## config.mk

```make
export PLATFORM = sky130hd
export DESIGN_NAME = tf_hunit
export DESIGN_NICKNAME = d
export VERILOG_FILES = /design/src/rtl/tf_pkg.sv /design/src/rtl/tf_hunit.sv
export SDC_FILE = /design/constraint.sdc
export NUM_CORES = 2
export LEC_CHECK = 0
export BUFFER_PORTS_ARGS = -buffer_cell sky130_fd_sc_hd__buf_2
export CAP_MARGIN = 30
export CORE_MARGIN = 2
export CORE_UTILIZATION = 45
export CTS_CLUSTER_SIZE = 28
export DETAILED_ROUTE_END_ITERATION = 6
export MAX_ROUTING_LAYER = met4
export PLACE_DENSITY = 0.61
export RECOVER_POWER = 100
export SYNTH_ARGS = -nofsm -noshare
export SYNTH_HDL_FRONTEND = slang
export SYNTH_SLANG_ARGS = --single-unit
```

## constraint.sdc

```tcl
create_clock -name clk -period 30.5 [get_ports clk]
set_input_delay 9.15 -clock clk [delete_from_list [all_inputs] [get_ports clk]]
set_output_delay 9.15 -clock clk [all_outputs]
set_load 0.1 [all_outputs]
```

## src/rtl/tf_pkg.sv

```systemverilog
// ----------------------------------------------------------------------------
// tf_pkg: Twofish shared constants and byte-level functions
// Q permutations, GF(2^8) multiply, keyed h function and MDS mixing.
// ----------------------------------------------------------------------------
`default_nettype none
package tf_pkg;

    localparam int ROUND_COUNT_DEF = 16;
    localparam logic [31:0] RHO = 32'h01010101;
    localparam logic [8:0] MDS_POLY = 9'h169;
    localparam logic [8:0] RS_POLY = 9'h14D;

    localparam logic [1:0] FUNC_EXPAND = 2'd0;
    localparam logic [1:0] FUNC_ENC = 2'd1;
    localparam logic [1:0] FUNC_DEC = 2'd2;

    localparam logic [2:0] REG_KEY0 = 3'd0;
    localparam logic [2:0] REG_KEY1 = 3'd1;
    localparam logic [2:0] REG_KEY2 = 3'd2;
    localparam logic [2:0] REG_KEY3 = 3'd3;
    localparam logic [2:0] REG_MODE = 3'd4;

    typedef logic [3:0] nib_t;

    // nibble i of each row is entry i of the small permutation
    function automatic nib_t qt(input logic w, input logic [1:0] t, input nib_t x);
        logic [63:0] row;
        begin
            case ({w, t})
                3'd0: row = 64'h4ACE95B023F6D718;
                3'd1: row = 64'hD9076A4F53218BCE;
                3'd2: row = 64'h17423F8C09D6E5AB;
                3'd3: row = 64'hAC5803B9E6214F7D;
                3'd4: row = 64'h5CA04913E67FDB82;
                3'd5: row = 64'h809F5AD673C4B2E1;
                3'd6: row = 64'hF3B28DE0A96157C4;
                3'd7: row = 64'hA802F746ED3C159B;
                default: row = 64'h0;
            endcase
            qt = row[{x, 2'b00} +: 4];
        end
    endfunction

    function automatic logic [7:0] qperm(input logic w, input logic [7:0] x);
        nib_t a0, b0, a1, b1, a2, b2, a3, b3, a4, b4;
        begin
            a0 = x[7:4]; b0 = x[3:0];
            a1 = a0 ^ b0;
            b1 = a0 ^ {b0[0], b0[3:1]} ^ {a0[0], 3'b000};
            a2 = qt(w, 2'd0, a1); b2 = qt(w, 2'd1, b1);
            a3 = a2 ^ b2;
            b3 = a2 ^ {b2[0], b2[3:1]} ^ {a2[0], 3'b000};
            a4 = qt(w, 2'd2, a3); b4 = qt(w, 2'd3, b3);
            qperm = {b4, a4};
        end
    endfunction

    function automatic logic [7:0] gmul(input logic [7:0] a, input logic [7:0] b,
                                        input logic [8:0] poly);
        logic [8:0] aa;
        logic [7:0] acc;
        begin
            aa = {1'b0, a}; acc = 8'h0;
            for (int i = 0; i < 8; i++)
            begin
                if (b[i]) acc = acc ^ aa[7:0];
                aa = {aa[7:0], 1'b0};
                if (aa[8]) aa = aa ^ poly;
            end
            gmul = acc;
        end
    endfunction

    function automatic logic [31:0] hfun(input logic [31:0] x, input logic [127:0] l,
                                         input logic [1:0] k);
        logic [7:0] y0, y1, y2, y3;
        logic [7:0] z0, z1, z2, z3;
        begin
            y0 = x[7:0]; y1 = x[15:8]; y2 = x[23:16]; y3 = x[31:24];
            if (k == 2'd0)
            begin
                y0 = qperm(1'b1, y0) ^ l[103:96];
                y1 = qperm(1'b0, y1) ^ l[111:104];
                y2 = qperm(1'b0, y2) ^ l[119:112];
                y3 = qperm(1'b1, y3) ^ l[127:120];
            end
            if (k != 2'd2)
            begin
                y0 = qperm(1'b1, y0) ^ l[71:64];
                y1 = qperm(1'b1, y1) ^ l[79:72];
                y2 = qperm(1'b0, y2) ^ l[87:80];
                y3 = qperm(1'b0, y3) ^ l[95:88];
            end
            y0 = qperm(1'b1, qperm(1'b0, qperm(1'b0, y0) ^ l[39:32]) ^ l[7:0]);
            y1 = qperm(1'b0, qperm(1'b0, qperm(1'b1, y1) ^ l[47:40]) ^ l[15:8]);
            y2 = qperm(1'b1, qperm(1'b1, qperm(1'b0, y2) ^ l[55:48]) ^ l[23:16]);
            y3 = qperm(1'b0, qperm(1'b1, qperm(1'b1, y3) ^ l[63:56]) ^ l[31:24]);
            z0 = y0 ^ gmul(8'hEF, y1, MDS_POLY) ^ gmul(8'h5B, y2, MDS_POLY)
                 ^ gmul(8'h5B, y3, MDS_POLY);
            z1 = gmul(8'h5B, y0, MDS_POLY) ^ gmul(8'hEF, y1, MDS_POLY)
                 ^ gmul(8'hEF, y2, MDS_POLY) ^ y3;
            z2 = gmul(8'hEF, y0, MDS_POLY) ^ gmul(8'h5B, y1, MDS_POLY) ^ y2
                 ^ gmul(8'hEF, y3, MDS_POLY);
            z3 = gmul(8'hEF, y0, MDS_POLY) ^ y1 ^ gmul(8'hEF, y2, MDS_POLY)
                 ^ gmul(8'h5B, y3, MDS_POLY);
            hfun = {z3, z2, z1, z0};
        end
    endfunction

    function automatic logic [7:0] rsrow(input logic [1:0] r, input logic [2:0] c);
        logic [255:0] m;
        begin
            m = {64'h039E_DB58_5A87_55A4, 64'h193D_AE47_C1FC_A102,
                 64'hE568_C61E_F382_56A4, 64'h9EDB_585A_8755_A401};
            rsrow = m[{r, c, 3'b000} +: 8];
        end
    endfunction

    function automatic logic [31:0] rsword(input logic [63:0] kp);
        logic [7:0] acc;
        logic [31:0] s;
        begin
            s = 32'h0;
            for (int r = 0; r < 4; r++)
            begin
                acc = 8'h0;
                for (int c = 0; c < 8; c++)
                    acc = acc ^ gmul(rsrow(2'(r), 3'(c)), kp[c*8 +: 8], RS_POLY);
                s[r*8 +: 8] = acc;
            end
            rsword = s;
        end
    endfunction

endpackage
`default_nettype wire

```

## src/rtl/tf_hunit.sv

```systemverilog
// ----------------------------------------------------------------------------
// tf_hunit: shared keyed h function unit, registered output
// Two h evaluations side by side, with no busy state; used for both subkey generation and rounds.
// ----------------------------------------------------------------------------
`default_nettype none
module tf_hunit
(
    input  wire logic         clk,
    input  wire logic [31:0]  x0,
    input  wire logic [31:0]  x1,
    input  wire logic [127:0] l0,
    input  wire logic [127:0] l1,
    input  wire logic [1:0]   ksel,
    output logic      [31:0]  h0,
    output logic      [31:0]  h1
);
    always_ff @(posedge clk)
    begin
        h0 <= tf_pkg::hfun(x0, l0, ksel);
        h1 <= tf_pkg::hfun(x1, l1, ksel);
    end
endmodule
`default_nettype wire

```

==> out/results.txt <==
# DRC - 0
initial drt markers - 2,421
first-pass GRT wire length - 222,000 um
I/O pin cnt - 387
Final Cycle Share - 0.878
CP Max Fanout - 11
Final ANT Viol Nets - 0
H-tree depth reported by CTS - 3
Hold Crit Class - in -> reg
Die Wd - 342 um
Max Clk Rate - 37.3 MHz
crit-path max cell delay - 1030 ps
number of global-route vias before repair - 43.0k
Routed WL - 138,000 um
Most used DFF post-synth - dfxtp_1
pin count of the biggest net entering global routing - 120
Max clock buf depth - 2
area added between synthesis and finish - 6.79%
initial core utilization - 0.455
Slew @ Worst Pin - 1260 ps
num rows - 123
port bufs - 386
cell mode on critical path - ha_1
Final #Nets - 7,230
Vias/cell - 5.76
area of the multi-input gates - 47,500 sq um
post-synthesis sequential area ratio - 0.0250
Crit. path cell count - 61
grt ovf - 0
FILL cells - 11.1k
Final GP Congestion - 0.915
max_cap viols - 0
routed via count - 45.6k
number of synthesized flops with an enable pin - 0
syn avg cell area - 8.44 sq um
share of cells above drive strength 1 - 0.160
clock transition at the registers of the reported paths - 50 ps
CTS-repair resized insts - 0
Seq cells post-synth - 64
Post-Syn Nets - 6,955
First-pass DRT Iterations - 5
async set-reset flop share out of synthesis - 0
delay-heaviest family, CP - XOR/XNOR gates
CP max-delay cell - o31ai_1
Worst setup endpoint - h1[20]$_DFF_P_
clock root buffer - clkbuf_16
Setup violations, final - 0
Mapped Cells - 6,082
required time worst endpoint - 30,720 ps
Worst Path Arrival - 27,000 ps
WP buf/inv - 9
initial antenna violation count - 53
Total Routing Usage GR - 0.233
core footprint - 113,000 sq um
CTS Sinks - 64
number of buffers created by CTS - 9
Final Hold Viols - 0
CTS tree - yes
Setup crit start - x1[2]
Synth Warn # - 0
post-CTS setup buffers - 0
Slew Limit Fails - 0
Vert. Die Dim - 342 um
Tmin final - 26,780 ps
Crit Path Class - in -> reg
status - completed
Avg WL per Cell - 17.5 um
Fin Setup TNS - 0 ps
library cells used by synthesis - 162
crit path capture type - flop
Rel. slew slack - 0.153
startpoint types - primary input
# hold bufs at CTS - 0
Die ar. - 117,000 sq um
register area - 1280 sq um
RSZ-0062 raised after global routing - false
Mapped Area - 51,300 sq um
HPWL Detailed - 117,000 um
-- cell families after synthesis --
group / share of synthesized area
compound gates: 0.228
xor+xnor: 0.262
fa+ha+maj: 0.135
buf+inv: 0.0464
flops: 0.0250
mux: 0.131
simple gates: 0.172
-- final cells by class --
| class | count | share of cell area |
|---|---|---|
| repair buffers | 397 | 0.0356 |
| diodes | 46 | 0.00210 |
| inverters | 472 | 0.0323 |
| multi-input cells | 5413 | 0.867 |
| clock inverters | 4 | 0.00128 |
| well taps | 1500 | 0.0343 |
| flip-flops and latches | 64 | 0.0234 |
| clock buffers | 11 | 0.00425 |
-- worst min-delay path by stage --
stage	startpoint	end	cells past startpoint	slack, ps
2_1_floorplan	h0[0]$_DFF_P_	h0[0]	0	9760
3_3_place_gp	h1[18]$_DFF_P_	h1[18]	1	9700
3_5_place_dp	h1[2]$_DFF_P_	h1[2]	1	9700
4_1_cts	h1[8]$_DFF_P_	h1[8]	1	10060
5_1_grt	h1[8]$_DFF_P_	h1[8]	1	10270
6_report	l1[28]	h1[22]$_DFF_P_	11	10240
-- cells in the mapped netlist, types with 25 or more instances --
library cell	n	area (sq um)
and4_1	26	228
ha_1	550	6880
mux2i_2	26	358
nand4_1	57	357
xnor2_1	545	4770
nand2b_1	51	319
o21ai_0	162	811
nand3_1	185	926
a22oi_1	32	240
nor4_1	38	238
o22ai_1	43	269
clkbuf_1	60	225
or4_1	32	240
dfxtp_1	64	1280
mux2i_1	363	3630
inv_1	428	1610
buf_2	45	225
o21ai_1	66	330
or2_2	36	225
a31oi_1	60	375
xor2_1	259	2270
o21a_1	68	510
nor2_1	340	1280
nor2b_1	39	244
mux4_2	45	1010
o211a_1	32	320
a21o_1	62	465
a211oi_1	91	683
o211ai_1	102	766
inv_2	44	165
a21oi_1	223	1120
xnor2_2	87	1420
nor3b_1	25	188
o31ai_1	36	270
mux2_2	88	991
a211o_1	43	377
nor3_1	152	761
nand2_1	307	1150
xor2_2	72	1170
and2_1	88	551
and3_1	72	450
or3_1	73	457
xnor3_1	106	2390
-- layer usage --
layer  global-route usage  vias to the layer above  wire length, um
li1                     -                    23000                -
met4               0.0402                        0             2220
met3               0.0249                      126             6430
met2                0.405                      914            67100
met5                    -                        -                0
met1                0.292                    21600            62500
-- registers in the layout, indices dropped and copies added, names as in the netlist --
| register | flops |
|---|---|
| h1 | 32 |
| h0 | 32 |
-- metrics by stage --
step / setup WS [ps] / cells / utilization / instance area [sq um] / hold WS (ps)
floorplan: 6790 / 6082 / - / 51300 / 9760
global placement: 4600 / 7844 / 0.484 / 54600 / 9700
detailed placement: 4350 / 7845 / 0.484 / 54600 / 9700
CTS: 4680 / 7860 / 0.487 / 54900 / 10060
global route: 1970 / 7899 / 0.486 / 54800 / 10270
finish: 3720 / 7907 / 0.486 / 54800 / 10240
-- tightest hold or removal path: cells and delay by family --
family                 cells  cell delay, ps
XOR/XNOR                   4             520
AND/OR/NAND/NOR            4             450
buffers and inverters      2             250
AO/OA/AOI/OAI              1             140
-- cells in the final DEF, fill, tap and decap left out, types with 35 or more instances in the layout --
| cell type | n |
|---|---|
| a211o_1 | 43 |
| a211oi_1 | 95 |
| a21o_1 | 62 |
| a21oi_1 | 223 |
| a31oi_1 | 61 |
| and2_1 | 84 |
| and3_1 | 72 |
| buf_2 | 319 |
| clkbuf_1 | 70 |
| dfxtp_1 | 64 |
| diode_2 | 46 |
| ha_1 | 550 |
| inv_1 | 428 |
| inv_2 | 44 |
| mux2_2 | 86 |
| mux2i_1 | 366 |
| mux4_2 | 45 |
| nand2_1 | 307 |
| nand2b_1 | 50 |
| nand3_1 | 185 |
| nand4_1 | 57 |
| nor2_1 | 339 |
| nor2b_1 | 38 |
| nor3_1 | 152 |
| nor4_1 | 38 |
| o211ai_1 | 102 |
| o21a_1 | 68 |
| o21ai_0 | 166 |
| o21ai_1 | 62 |
| o22ai_1 | 43 |
| o31ai_1 | 38 |
| or2_2 | 35 |
| or3_1 | 73 |
| xnor2_1 | 550 |
| xnor2_2 | 83 |
| xnor3_1 | 107 |
| xor2_1 | 262 |
| xor2_2 | 69 |
Power is left out: the tool's default activity adds up to more than one toggle a clock period on the data nets, which glitch-free logic cannot reach.
